<file path="src/hdl/jbdev_pkg.sv">
// shared types, codes and crc helper for the joybus device command handler
package jbdev_pkg;

    localparam logic [15:0] CRC_POLY = 16'h011b;
    localparam logic [7:0] CMD_PROBE = 8'h00;
    localparam logic [7:0] CMD_ORIGIN = 8'h41;
    localparam logic [7:0] CMD_POLL = 8'h40;
    localparam logic [7:0] CMD_META = 8'h3c;
    localparam logic [7:0] META_OK = 8'h3f;
    localparam logic [7:0] META_KO = 8'h03;
    localparam logic [7:0] META_CAT = 8'h01;
    // upgrade handshake steps carried in the second metacomms body byte
    localparam logic [7:0] UPG_OLD = 8'h00;
    localparam logic [7:0] UPG_NEW = 8'h01;
    localparam logic [7:0] UPG_ACCEPT = 8'h02;

    typedef enum logic [2:0] {
        PH_CMD, PH_POLL, PH_MLEN, PH_MBODY, PH_CRCLO, PH_CRCHI
    } phase_t;

    typedef enum logic [1:0] {
        STEP_NONE, STEP_OLD, STEP_NEW
    } step_t;

    typedef enum logic [1:0] {
        KIND_BYTE, KIND_RUMBLE, KIND_REJECT, KIND_PROTO
    } kind_t;

    typedef enum logic [2:0] {
        RSP_PROBE, RSP_ORIGIN, RSP_REPORT, RSP_SINGLE, RSP_CAPS
    } rsp_t;

    // result slots in emission order
    typedef enum logic [2:0] {
        SL_PRE, SL_RESP, SL_CRCLO, SL_CRCHI, SL_SETP, SL_REV
    } slot_t;

    function automatic logic [15:0] crc_feed(input logic [15:0] crc, input logic [7:0] b);
        logic [15:0] c;
        c = crc ^ {b, 8'h00};
        for (int i = 0; i < 8; i++) begin
            c = c[15] ? ((c << 1) ^ CRC_POLY) : (c << 1);
        end
        return c;
    endfunction

    function automatic logic [7:0] rsp_byte(input rsp_t sel, input logic [3:0] idx,
                                            input logic [63:0] report,
                                            input logic [7:0] single);
        logic [7:0] r;
        r = 8'h00;
        unique case (sel)
            RSP_PROBE:  r = (idx == 4'd0) ? 8'h09 : ((idx == 4'd2) ? 8'h03 : 8'h00);
            RSP_ORIGIN: r = (idx >= 4'd1 && idx <= 4'd5) ? 8'h80 : 8'h00;
            RSP_REPORT: r = report[8'd63 - {1'b0, idx[2:0], 3'b000} -: 8];
            RSP_SINGLE: r = single;
            RSP_CAPS:   r = (idx == 4'd0) ? 8'h01 : 8'h03;
            default:    r = 8'h00;
        endcase
        return r;
    endfunction

endpackage

</file>
<file path="src/hdl/joybus_device_command_handler.sv">
// joybus device command parser and response sequencer
// results are registered, one result per cycle while m_tready allows
// s_tready stays low until the result emitter has sent all results of a word
// a word that causes no result is followed by the next one in the next cycle
// reset: asynchronous active low, parser waits for a command byte in the native protocol
module joybus_device_command_handler
(
    input  logic        clk,
    input  logic        rst_n,
    input  logic        s_tvalid,
    output logic        s_tready,
    input  logic [71:0] s_tdata,   // rx_byte[7:0], controller_report[71:8]
    output logic        m_tvalid,
    input  logic        m_tready,
    output logic [15:0] m_tdata,   // tx_byte[7:0], rumble_on[8], protocol_id[9], zeros
    output logic [1:0]  m_tuser,   // result_kind[1:0]
    output logic        m_tlast
);

    // parser state
    jbdev_pkg::phase_t phase_reg, phase_next;
    logic [7:0]  cmd_reg, cmd_next;
    logic [7:0]  rem_reg, rem_next;
    logic [7:0]  mlen_reg, mlen_next;
    logic [7:0]  head_reg [3];
    logic [7:0]  head_next [3];
    logic [7:0]  psb_reg, psb_next;
    logic [15:0] crc_reg, crc_next;
    logic [7:0]  crclo_reg, crclo_next;
    logic        cur_reg, cur_next;
    logic        prev_reg, prev_next;
    logic        stall_reg, stall_next;
    logic        pend_reg, pend_next;
    jbdev_pkg::step_t step_reg, step_next;

    // result descriptor
    logic [5:0]  pres_reg, pres_next;
    jbdev_pkg::kind_t pre_kind_reg, pre_kind_next;
    logic        pre_rumble_reg, pre_rumble_next;
    jbdev_pkg::rsp_t rsel_reg, rsel_next;
    logic [3:0]  rlen_reg, rlen_next;
    logic [7:0]  rbyte_reg, rbyte_next;
    logic [63:0] report_reg;
    logic        p0_reg, p0_next;
    logic        p1_reg, p1_next;
    logic        p2_reg, p2_next;

    // emitter
    logic        busy_reg;
    jbdev_pkg::slot_t slot_reg, slot_after;
    logic [3:0]  idx_reg;
    logic [15:0] ecrc_reg;
    logic        slot_last, more;

    logic        m_tvalid_reg;
    logic [15:0] m_tdata_reg;
    logic [1:0]  m_tuser_reg;
    logic        m_tlast_reg;

    logic [7:0]  b;
    logic        accept, out_adv, emit;
    logic        complete, do_exec, do_fin, rej;
    logic [7:0]  third, idx8;
    logic [7:0]  cur_byte;

    assign b        = s_tdata[7:0];
    assign accept   = s_tvalid && s_tready;
    assign s_tready = !busy_reg;
    assign out_adv  = !m_tvalid_reg || m_tready;
    assign emit     = busy_reg && out_adv;

    always_comb
    begin
        phase_next = phase_reg;
        cmd_next   = cmd_reg;
        rem_next   = rem_reg;
        mlen_next  = mlen_reg;
        head_next  = head_reg;
        psb_next   = psb_reg;
        crc_next   = crc_reg;
        crclo_next = crclo_reg;
        cur_next   = cur_reg;
        prev_next  = prev_reg;
        stall_next = stall_reg;
        pend_next  = pend_reg;
        step_next  = step_reg;
        complete = 1'b0;
        do_exec  = 1'b0;
        do_fin   = 1'b0;
        rej      = 1'b0;
        third    = 8'h00;
        idx8     = 8'h00;
        pres_next       = 6'b0;
        pre_kind_next   = jbdev_pkg::KIND_REJECT;
        pre_rumble_next = 1'b0;
        rsel_next  = jbdev_pkg::RSP_SINGLE;
        rlen_next  = 4'd0;
        rbyte_next = 8'h00;
        p0_next = cur_reg;
        p1_next = cur_reg;
        p2_next = cur_reg;

        unique case (phase_reg)
            jbdev_pkg::PH_CMD:
            begin
                cmd_next = b;
                crc_next = jbdev_pkg::crc_feed(16'h0000, b);
                if (b == jbdev_pkg::CMD_PROBE || b == jbdev_pkg::CMD_ORIGIN) begin
                    complete = 1'b1;
                end else if (b == jbdev_pkg::CMD_POLL) begin
                    rem_next   = 8'd2;
                    phase_next = jbdev_pkg::PH_POLL;
                end else if (b == jbdev_pkg::CMD_META) begin
                    head_next[0] = 8'h00;
                    head_next[1] = 8'h00;
                    head_next[2] = 8'h00;
                    phase_next = jbdev_pkg::PH_MLEN;
                end else begin
                    rej    = 1'b1;
                    do_fin = 1'b1;
                end
            end
            jbdev_pkg::PH_POLL:
            begin
                crc_next = jbdev_pkg::crc_feed(crc_reg, b);
                if (rem_reg >= 8'd2) begin
                    psb_next = b;
                    rem_next = 8'd1;
                end else begin
                    rem_next   = 8'd0;
                    crclo_next = b;
                    third      = b;
                    complete   = 1'b1;
                end
            end
            jbdev_pkg::PH_MLEN:
            begin
                crc_next  = jbdev_pkg::crc_feed(crc_reg, b);
                mlen_next = b;
                rem_next  = b;
                if (b == 8'd0) complete = 1'b1;
                else phase_next = jbdev_pkg::PH_MBODY;
            end
            jbdev_pkg::PH_MBODY:
            begin
                crc_next = jbdev_pkg::crc_feed(crc_reg, b);
                idx8 = mlen_reg - rem_reg;
                if (idx8 < 8'd3) head_next[idx8[1:0]] = b;
                rem_next = rem_reg - 8'd1;
                if (rem_next == 8'd0) complete = 1'b1;
            end
            jbdev_pkg::PH_CRCLO:
            begin
                if (cmd_reg == jbdev_pkg::CMD_POLL) psb_next = crclo_reg;
                crclo_next = b;
                phase_next = jbdev_pkg::PH_CRCHI;
            end
            jbdev_pkg::PH_CRCHI:
            begin
                if ({b, crclo_reg} != crc_reg) rej = 1'b1;
                else begin
                    do_exec = 1'b1;
                    third   = psb_reg;
                end
                do_fin = 1'b1;
            end
            default:
            begin
                phase_next = jbdev_pkg::PH_CMD;
            end
        endcase

        if (complete) begin
            if (cur_reg) phase_next = jbdev_pkg::PH_CRCLO;
            else begin
                do_exec = 1'b1;
                do_fin  = 1'b1;
            end
        end

        if (rej) begin
            pres_next[jbdev_pkg::SL_PRE] = 1'b1;
            pre_kind_next = jbdev_pkg::KIND_REJECT;
        end

        if (do_exec) begin
            if (cmd_next == jbdev_pkg::CMD_PROBE) begin
                rsel_next = jbdev_pkg::RSP_PROBE;
                rlen_next = 4'd3;
            end else if (cmd_next == jbdev_pkg::CMD_ORIGIN) begin
                rsel_next = jbdev_pkg::RSP_ORIGIN;
                rlen_next = 4'd10;
            end else if (cmd_next == jbdev_pkg::CMD_POLL) begin
                pres_next[jbdev_pkg::SL_PRE] = 1'b1;
                pre_kind_next   = jbdev_pkg::KIND_RUMBLE;
                pre_rumble_next = third[0];
                rsel_next = jbdev_pkg::RSP_REPORT;
                rlen_next = 4'd8;
            end else begin
                rsel_next = jbdev_pkg::RSP_SINGLE;
                rlen_next = 4'd1;
                rbyte_next = jbdev_pkg::META_KO;
                if (mlen_next == 8'd0) begin
                    rbyte_next = jbdev_pkg::META_CAT;
                end else if (head_next[0] != 8'h00) begin
                    rbyte_next = jbdev_pkg::META_KO;
                end else if (mlen_next == 8'd1) begin
                    rsel_next = jbdev_pkg::RSP_CAPS;
                    rlen_next = 4'd2;
                end else if (mlen_next < 8'd3 || head_next[2] >= 8'd2) begin
                    rbyte_next = jbdev_pkg::META_KO;
                end else begin
                    case (head_next[1])
                        jbdev_pkg::UPG_OLD:
                        begin
                            rbyte_next = jbdev_pkg::META_OK;
                            stall_next = 1'b1;
                            pend_next  = 1'b1;
                            step_next  = jbdev_pkg::STEP_OLD;
                            prev_next  = cur_reg;
                            cur_next   = head_next[2][0];
                            pres_next[jbdev_pkg::SL_SETP] = 1'b1;
                        end
                        jbdev_pkg::UPG_NEW:
                        begin
                            if (step_reg == jbdev_pkg::STEP_OLD) begin
                                rbyte_next = jbdev_pkg::META_OK;
                                stall_next = 1'b1;
                                step_next  = jbdev_pkg::STEP_NEW;
                            end
                        end
                        jbdev_pkg::UPG_ACCEPT:
                        begin
                            if (step_reg == jbdev_pkg::STEP_NEW) begin
                                rbyte_next = jbdev_pkg::META_OK;
                                pend_next  = 1'b0;
                            end
                            step_next = jbdev_pkg::STEP_NONE;
                        end
                        default:
                        begin
                            rbyte_next = jbdev_pkg::META_KO;
                        end
                    endcase
                end
            end
            pres_next[jbdev_pkg::SL_RESP]  = 1'b1;
            pres_next[jbdev_pkg::SL_CRCLO] = cur_reg;
            pres_next[jbdev_pkg::SL_CRCHI] = cur_reg;
        end
        p1_next = cur_next;
        p2_next = cur_next;

        if (do_fin) begin
            if (!stall_next && pend_next) begin
                prev_next = cur_next;
                cur_next  = prev_reg;
                p2_next   = prev_reg;
                step_next = jbdev_pkg::STEP_NONE;
                pend_next = 1'b0;
                pres_next[jbdev_pkg::SL_REV] = 1'b1;
            end
            stall_next = 1'b0;
            phase_next = jbdev_pkg::PH_CMD;
        end
    end

    // next present slot after the current one
    always_comb
    begin
        slot_after = jbdev_pkg::SL_PRE;
        more = 1'b0;
        for (int i = 5; i >= 0; i--) begin
            if (pres_reg[i] && 3'(i) > slot_reg) begin
                slot_after = jbdev_pkg::slot_t'(3'(i));
                more = 1'b1;
            end
        end
        slot_last = !more &&
                    !(slot_reg == jbdev_pkg::SL_RESP && idx_reg != rlen_reg - 4'd1);
    end

    assign cur_byte = jbdev_pkg::rsp_byte(rsel_reg, idx_reg, report_reg, rbyte_reg);

    always_ff @(posedge clk or negedge rst_n)
    begin
        if (!rst_n) begin
            phase_reg <= jbdev_pkg::PH_CMD;
            cmd_reg   <= 8'h00;
            rem_reg   <= 8'h00;
            mlen_reg  <= 8'h00;
            head_reg[0] <= 8'h00;
            head_reg[1] <= 8'h00;
            head_reg[2] <= 8'h00;
            psb_reg   <= 8'h00;
            crc_reg   <= 16'h0000;
            crclo_reg <= 8'h00;
            cur_reg   <= 1'b0;
            prev_reg  <= 1'b0;
            stall_reg <= 1'b0;
            pend_reg  <= 1'b0;
            step_reg  <= jbdev_pkg::STEP_NONE;
            busy_reg  <= 1'b0;
            pres_reg  <= 6'b0;
            slot_reg  <= jbdev_pkg::SL_PRE;
            idx_reg   <= 4'd0;
            m_tvalid_reg <= 1'b0;
        end else begin
            if (accept) begin
                phase_reg <= phase_next;
                cmd_reg   <= cmd_next;
                rem_reg   <= rem_next;
                mlen_reg  <= mlen_next;
                head_reg  <= head_next;
                psb_reg   <= psb_next;
                crc_reg   <= crc_next;
                crclo_reg <= crclo_next;
                cur_reg   <= cur_next;
                prev_reg  <= prev_next;
                stall_reg <= stall_next;
                pend_reg  <= pend_next;
                step_reg  <= step_next;
                pres_reg  <= pres_next;
                busy_reg  <= pres_next != 6'b0;
                idx_reg   <= 4'd0;
                slot_reg  <= jbdev_pkg::SL_PRE;
                for (int i = 5; i >= 0; i--) begin
                    if (pres_next[i]) slot_reg <= jbdev_pkg::slot_t'(3'(i));
                end
            end else if (emit) begin
                if (slot_reg == jbdev_pkg::SL_RESP && idx_reg != rlen_reg - 4'd1) begin
                    idx_reg <= idx_reg + 4'd1;
                end else begin
                    slot_reg <= slot_after;
                    busy_reg <= more;
                end
            end
            if (emit) m_tvalid_reg <= 1'b1;
            else if (m_tready) m_tvalid_reg <= 1'b0;
        end
    end

    // descriptor and result payload
    always_ff @(posedge clk)
    begin
        if (accept) begin
            pre_kind_reg   <= pre_kind_next;
            pre_rumble_reg <= pre_rumble_next;
            rsel_reg   <= rsel_next;
            rlen_reg   <= rlen_next;
            rbyte_reg  <= rbyte_next;
            report_reg <= s_tdata[71:8];
            p0_reg <= p0_next;
            p1_reg <= p1_next;
            p2_reg <= p2_next;
            ecrc_reg <= 16'h0000;
        end else if (emit && slot_reg == jbdev_pkg::SL_RESP) begin
            ecrc_reg <= jbdev_pkg::crc_feed(ecrc_reg, cur_byte);
        end
        if (emit) begin
            m_tlast_reg <= slot_last;
            unique case (slot_reg)
                jbdev_pkg::SL_PRE:
                begin
                    m_tuser_reg <= pre_kind_reg;
                    m_tdata_reg <= {6'b0, p0_reg, pre_rumble_reg, 8'h00};
                end
                jbdev_pkg::SL_RESP:
                begin
                    m_tuser_reg <= jbdev_pkg::KIND_BYTE;
                    m_tdata_reg <= {6'b0, p0_reg, 1'b0, cur_byte};
                end
                jbdev_pkg::SL_CRCLO:
                begin
                    m_tuser_reg <= jbdev_pkg::KIND_BYTE;
                    m_tdata_reg <= {6'b0, p0_reg, 1'b0, ecrc_reg[7:0]};
                end
                jbdev_pkg::SL_CRCHI:
                begin
                    m_tuser_reg <= jbdev_pkg::KIND_BYTE;
                    m_tdata_reg <= {6'b0, p0_reg, 1'b0, ecrc_reg[15:8]};
                end
                jbdev_pkg::SL_SETP:
                begin
                    m_tuser_reg <= jbdev_pkg::KIND_PROTO;
                    m_tdata_reg <= {6'b0, p1_reg, 9'h000};
                end
                default:
                begin
                    m_tuser_reg <= jbdev_pkg::KIND_PROTO;
                    m_tdata_reg <= {6'b0, p2_reg, 9'h000};
                end
            endcase
        end
    end

    assign m_tvalid = m_tvalid_reg;
    assign m_tdata  = m_tdata_reg;
    assign m_tuser  = m_tuser_reg;
    assign m_tlast  = m_tlast_reg;

endmodule

</file>
<file path="config.mk">
export PLATFORM = sky130hd
export DESIGN_NAME = joybus_device_command_handler
export DESIGN_NICKNAME = d
export VERILOG_FILES = /design/src/hdl/jbdev_pkg.sv /design/src/hdl/joybus_device_command_handler.sv
export SDC_FILE = /design/constraint.sdc
export NUM_CORES = 1
export LEC_CHECK = 0
export ABC_CLOCK_PERIOD_IN_PS = 3800
export BUFFER_PORTS_ARGS = -buffer_cell sky130_fd_sc_hd__buf_2
export CAP_MARGIN = 40
export CORE_ASPECT_RATIO = 0.6
export CORE_UTILIZATION = 27
export CTS_CLUSTER_DIAMETER = 60
export DETAILED_ROUTE_END_ITERATION = 7
export PLACE_DENSITY = 0.51
export SLEW_MARGIN = 15
export SYNTH_ARGS = -nofsm -noshare
export SYNTH_HDL_FRONTEND = slang
export SYNTH_SLANG_ARGS = --single-unit
</file>
<file path="constraint.sdc">
create_clock -name clk -period 3.8 [get_ports clk]
set_input_delay 0.38 -clock clk [delete_from_list [all_inputs] [get_ports clk]]
set_output_delay 0.38 -clock clk [all_outputs]
set_load 0.005 [all_outputs]
</file>
### After elaboration in Yosys (flattened, before gate mapping)

Index checks and enable logic that the tools add are counted.

| word-level totals | value |
|---|---|
| bits in registers | 215 |
| input bits | 76 |
| output and inout bits | 21 |
| word-level logic and storage cells | 374 |

| cells by class | value |
|---|---|
| add/sub/neg operators | 5 |
| $lt $le $gt $ge | 14 |
| equality and inequality tests | 33 |
| shift-type cells | 1 |
| multiplexer cells | 200 |
| bitwise operators | 28 |
| reductions and logical operators | 55 |

Operators by type and width:

| operator | number |
|---|---|
| $mux W9 | 24 |
| $not A5 Y5 | 23 |
| $mux W24 | 4 |
| $mux W1 | 88 |
| $shiftx A71 B9 Y8 | 1 |
| $mux W3 | 23 |
| $mux W8 | 7 |
| $mux W2 | 26 |
| $pmux W10 S5 | 1 |
| $pmux W24 S2 | 1 |
| $eq A8 B7 Y1 const B | 5 |
| $logic_not A8 Y1 | 5 |
| $pmux W8 S5 | 1 |
| $pmux W16 S2 | 1 |
| $pmux W8 S4 | 1 |
| $xor A16 B16 Y16 | 2 |
| $bwmux W24 | 1 |
| $mux W4 | 6 |
| $eq A3 B2 Y1 const B | 6 |
| $pmux W6 S3 | 1 |
| $demux W8 S2 | 1 |
| $eq A8 B1 Y1 const B | 2 |
| $ge A8 B2 Y1 const B | 2 |
| $lt A8 B2 Y1 const B | 2 |
| other kinds (50) | 102 |

### Longest topological paths before layout

| logic depth | value |
|---|---|
| word-level depth | 30 |
| depth in mapped cells | 15 |
| gate-level depth less buffers | 14 |

### Least setup slack after synthesis

OpenSTA, ideal clock, no wires.

| path | value |
|---|---|
| path type | input-to-reg |
| from | input s_tdata[1] |
| to | register p2_reg, data pin |
| library setup time | 260 ps |
| data arrival time | 3608 ps |
| data required time | 3540 ps |
| path slack | -68 ps |
| stages on the path | 13 |
| path buffers | 2 |
| cell sequence | clkbuf_1 > xnor2_1 > ha_1 > nand4_2 > or4_4 > nor4_4 > a21o_4 > and4b_1 > o221ai_2 > or4_1 > buf_2 > o21ai_4 > mux2_2 |

| on the way | value |
|---|---|
| word-level cells in the longest chain between the ends | 19 |
| elaborated cells between the ends (all ways) | 70 |
| those cells by class | order compare: 2; eq/ne: 9; mux: 50; reduce/logical: 9 |

RTL lines:

| element | RTL line | source |
|---|---|---|
| start, declared | joybus_device_command_handler.sv:12 | `input logic [71:0] s_tdata,` |
| $eq A8 B6 Y1 | joybus_device_command_handler.sv:113 | `end else if (b == jbdev_pkg::CMD_META) begin` |
| $mux W24 | joybus_device_command_handler.sv:113 |  |
| $mux W24 | joybus_device_command_handler.sv:110 | `end else if (b == jbdev_pkg::CMD_POLL) begin` |
| $mux W24 | joybus_device_command_handler.sv:108 | `if (b == jbdev_pkg::CMD_PROBE \|\| b == jbdev_pkg::CMD_ORIGIN) begin` |
| $pmux W24 S2 | joybus_device_command_handler.sv:103 | `unique case (phase_reg)` |
| $ge A8 B2 Y1 (tied with other cells) | joybus_device_command_handler.sv:210 | `end else if (mlen_next < 8'd3 \|\| head_next[2] >= 8'd2) begin` |
| $logic_or A1 B1 Y1 / $pmux W1 S2 (equally long branches) | joybus_device_command_handler.sv:210, joybus_device_command_handler.sv:213 |  |
| $mux W1 | joybus_device_command_handler.sv:210 |  |
| [... 4 more ...] | - |  |
| $mux W1 | joybus_device_command_handler.sv:190 | `end else if (cmd_next == jbdev_pkg::CMD_ORIGIN) begin` |
| $mux W1 | joybus_device_command_handler.sv:187 | `if (cmd_next == jbdev_pkg::CMD_PROBE) begin` |
| $mux W1 | joybus_device_command_handler.sv:186 | `if (do_exec) begin` |
| $logic_not A1 Y1 | joybus_device_command_handler.sv:255 | `if (!stall_next && pend_next) begin` |
| $logic_and A1 B1 Y1 | joybus_device_command_handler.sv:255 |  |
| $mux W1 | - |  |
| $mux W1 * | - |  |
| via cur_next | joybus_device_command_handler.sv:30 | `logic cur_reg, cur_next;` |
| end signal, assigned | joybus_device_command_handler.sv:355 | `p2_reg <= p2_next;` |
| end, declared | joybus_device_command_handler.sv:46 | `logic p2_reg, p2_next;` |

The timed path passes the listed nets; every way through them passes the cells marked *.
A chain may end at the register's enable or synchronous reset.

### Worst setup path in the final report

| path | value |
|---|---|
| from | register mlen_reg[0] |
| to | register step_reg[0] |

| on the way | value |
|---|---|
| word-level cells in the longest chain between the ends | 23 |
| elaborated cells between the ends (all ways) | 52 |
| those cells by class | add/sub: 1; order compare: 5; eq/ne: 3; mux: 35; bitwise: 1; reduce/logical: 7 |

RTL lines:

| element | RTL line | source |
|---|---|---|
| start, declared | joybus_device_command_handler.sv:24 | `logic [7:0] mlen_reg, mlen_next;` |
| start signal, assigned | joybus_device_command_handler.sv:313 | `mlen_reg <= mlen_next;` |
| $sub A8 B8 Y8 | joybus_device_command_handler.sv:147 | `idx8 = mlen_reg - rem_reg;` |
| $not A2 Y3 (not written as such) | joybus_device_command_handler.sv:148 | `if (idx8 < 8'd3) head_next[idx8[1:0]] = b;` |
| $ge A3 B3 Y1 (not written as such) / $lt A3 B1 Y1 (equally long branches) | joybus_device_command_handler.sv:148 |  |
| $logic_and A1 B1 Y1 (not written as such) | joybus_device_command_handler.sv:148 |  |
| $mux W8 (not written as such) | joybus_device_command_handler.sv:148 |  |
| $demux W8 S2 | joybus_device_command_handler.sv:148 |  |
| $bwmux W24 | joybus_device_command_handler.sv:148 |  |
| $mux W24 | joybus_device_command_handler.sv:148 |  |
| [... 7 more ...] | - |  |
| $mux W1 | joybus_device_command_handler.sv:193 | `end else if (cmd_next == jbdev_pkg::CMD_POLL) begin` |
| $mux W1 | joybus_device_command_handler.sv:190 |  |
| $mux W1 | joybus_device_command_handler.sv:187 |  |
| $mux W1 | joybus_device_command_handler.sv:186 |  |
| $logic_not A1 Y1 | joybus_device_command_handler.sv:255 |  |
| $logic_and A1 B1 Y1 | joybus_device_command_handler.sv:255 |  |
| $mux W2 | joybus_device_command_handler.sv:255 |  |
| $mux W2 * | joybus_device_command_handler.sv:254 | `if (do_fin) begin` |
| end signal, assigned | joybus_device_command_handler.sv:302 | `step_reg <= jbdev_pkg::STEP_NONE;` |
| end signal, assigned | joybus_device_command_handler.sv:322 | `step_reg <= step_next;` |
| end, declared | joybus_device_command_handler.sv:34 | `jbdev_pkg::step_t step_reg, step_next;` |

Every way passes the cells marked *; elsewhere a longest branch is shown, timed or not.

==> impl_metrics.tcl <==
set metrics [dict create \
    status "completed" \
    period_needed_ps 3770 \
    fin_total_pwr_mw 8.87 \
    end_kind "register" \
    met1_usage 0.241 \
    layout_commonest_cell "nand2_1" \
    die_x_um 262 \
    dp_slack_ps -149 \
    yosys_warnings 0 \
    place.gp.congestion 0.828 \
    drtIter0Drc 453 \
    grt_usage 0.149 \
    crit_fanout 3 \
    synthesis.instances 1033 \
    setup_viol 0 \
    slowest_delay_ps 560 \
    cp.depth 14 \
    maxCapViolCount 0 \
    slew_viol_final 0 \
    fmax_mhz 265 \
    rr_endpoint "step_reg[0]$_DFFE_PN0P_" \
    numCtsBuffers 25 \
    p_leak_nw 5.51 \
    grt-busiest-layer "met1" \
    tightest_slew_ps 866 \
    rsz0062_at_grt "true" \
    num_vias 8400 \
    grt_max_degree 79 \
    grt_pass1_vias 8141 \
    syn_to_final_growth_pct 25.0 \
    whs_ps 32.5 \
    hold_viol 0 \
    dp.final_hpwl_um 22200 \
    cts_buffer_depth 3 \
    fin_skew_ps 23.0 \
    reg2reg_from "mlen_reg[0]$_DFFE_PN0P_" \
    cp.required_ps 4220 \
    r2r_cells 14 \
    fin_ws_ps 28.7 \
    largest_reg_flops 64 \
    final_cells 1749 \
    synthArstFlopShare 0.468 \
    drc 0 \
    dpl.cell_count 1666 \
    criticalPathCategory "register to register" \
    core-area_sq_um 39600 \
    start_util 0.277 \
    yosysSeqAreaShare 0.497 \
    drtPass1Iterations 4 \
    clkTransAtPathRegs_ps 70 \
    die_h_um 158 \
    layout.nets 1314 \
    worstPathCellList "inv_2 -> ha_4 -> inv_2 -> fa_2 -> a21o_1 -> a2111oi_4 -> a221oi_2 -> nor4_1 -> and4bb_4 -> o221ai_4 -> or4_4 -> or3_4 -> a221oi_2 -> o21ai_1" \
    antenna_left 0 \
    clkSinkCount 203 \
    cellPowerDensity_nw_per_um2 646 \
    synth.cell_area_sq_um 11000 \
    multi_input_area_sq_um 5240 \
    insertedDiodeCount 0 \
    yosys_most_used_dff "dfrtp_1" \
    grt_overflow 0 \
    via_per_inst 4.80 \
    regArea_sq_um 5460 \
    routed_wl_um 30500 \
    port_buffers 90 \
    vdd_ir_drop_max_v 0.000264 \
    hold_class "input port to register" \
    synth_edf_count 92 \
    ioPinCount 97 \
    mostFrequentLayoutCells "101 x nand2_1, 95 x dfrtp_1, 92 x edfxtp_1" \
    gr-usage-met3 0.0289 \
    critPathTopFamily "simple AND/OR/NAND/NOR gates" \
    cts-htree-levels 1 \
    period_share 0.992 \
    slowest_stage "or4_4" \
    cts_tree "done" \
    wire_per_inst_um 17.4 \
    num_rows 56 \
    fin_setup_tns_ps 0 \
    crit_arrival_ps 4190 \
    startpoint "mlen_reg[0]$_DFFE_PN0P_" \
    syn_avg_cell_area_sq_um 10.6 \
    critPathLaunchType "register" \
    path_buf_inv 2 \
    layout-drive-gt1-share 0.234 \
    fill_cells 3942 \
    grt_first_pass_wirelength_um 48200 \
    clkLatencyLatePin_ps 540 \
    r2r_setup_slack_ps 30 \
    relSlewSlack 0.415 \
    cts-root-buf "clkbuf_16" \
    critPathCapture "step_reg[0]$_DFFE_PN0P_" \
    synth-seq-cells 203 \
    antenna_found_initial 1 \
    use_met2 0.198 \
    dieArea_sq_um 41500 \
    ys_types 93 \
]
## cells in the mapped netlist (23+ instances only)
| library cell | instances | share of area |
|---|---|---|
| nor3_1 | 23 | 0.010 |
| nor2_1 | 84 | 0.029 |
| a21oi_1 | 53 | 0.024 |
| dfrtp_1 | 95 | 0.22 |
| o21ai_0 | 83 | 0.038 |
| clkbuf_1 | 38 | 0.013 |
| xor2_1 | 28 | 0.022 |
| inv_1 | 31 | 0.011 |
| xnor2_1 | 75 | 0.060 |
| ha_1 | 29 | 0.033 |
| nand2_1 | 101 | 0.035 |
| edfxtp_1 | 92 | 0.25 |
## layer usage
metal	share of wire	up-vias
li1	-	4086
met1	0.55	4105
met2	0.38	178
met3	0.054	31
met4	0.013	0
met5	0	-
## worst min-delay path by stage
stage                                 start                        to  slack [ps]  cells after the start
finish                          s_tdata[12]   report_reg[4]$_DFFE_PP_          30                      1
global route                    s_tdata[20]  report_reg[12]$_DFFE_PP_           1                      1
CTS                             s_tdata[54]  report_reg[46]$_DFFE_PP_         0.4                      1
detailed placement   cmd_reg[3]$_DFFE_PN0P_    cmd_reg[3]$_DFFE_PN0P_         470                      2
global placement    head_reg[0]$_DFFE_PN0P_   head_reg[0]$_DFFE_PN0P_         460                      2
floorplan                             rst_n      busy_reg$_DFFE_PN0P_          80                      0
## power by group
part | internal [mW] | switching [mW] | leakage [nW]
clock | 1.46 | 0.992 | 0.406
combinational | 1.44 | 1.75 | 2.86
sequential | 2.84 | 0.387 | 2.24
total | 5.74 | 3.13 | 5.51
## area by class of cell
type                    instances  share of cell area
inverters                      34             0.00948
repair buffers                202               0.102
multi-input cells             742               0.381
clock inverters                15              0.0138
clock buffers                  31              0.0479
well taps                     522              0.0476
flip-flops and latches        203               0.398
## metrics by stage
stage	area, sq um	util
floorplan	11000	-
finish	13700	0.347
CTS	13600	0.345
detailed placement	12400	0.313
global route	13700	0.347
global placement	12400	0.313
## cell families after synthesis
| kind of cell | synth area share |
|---|---|
| xor gates and xnor gates | 0.0842 |
| AOI/OAI and AO/OA | 0.144 |
| and+or+nand+nor | 0.142 |
| DFF | 0.497 |
| buffers and inverters | 0.0390 |
| adders and majority gates | 0.0349 |
| other | 0.000341 |
| muxes | 0.0582 |
## what timing repair did
action	CTS	global route
hold endpoints to repair	82	1
pin swaps	4	5
buffers inserted	0	2
hold buffers	34	1
setup endpoints to repair	9	10
gates resized for setup	8	13
Note: power is estimated with default switching activity, not from simulation.
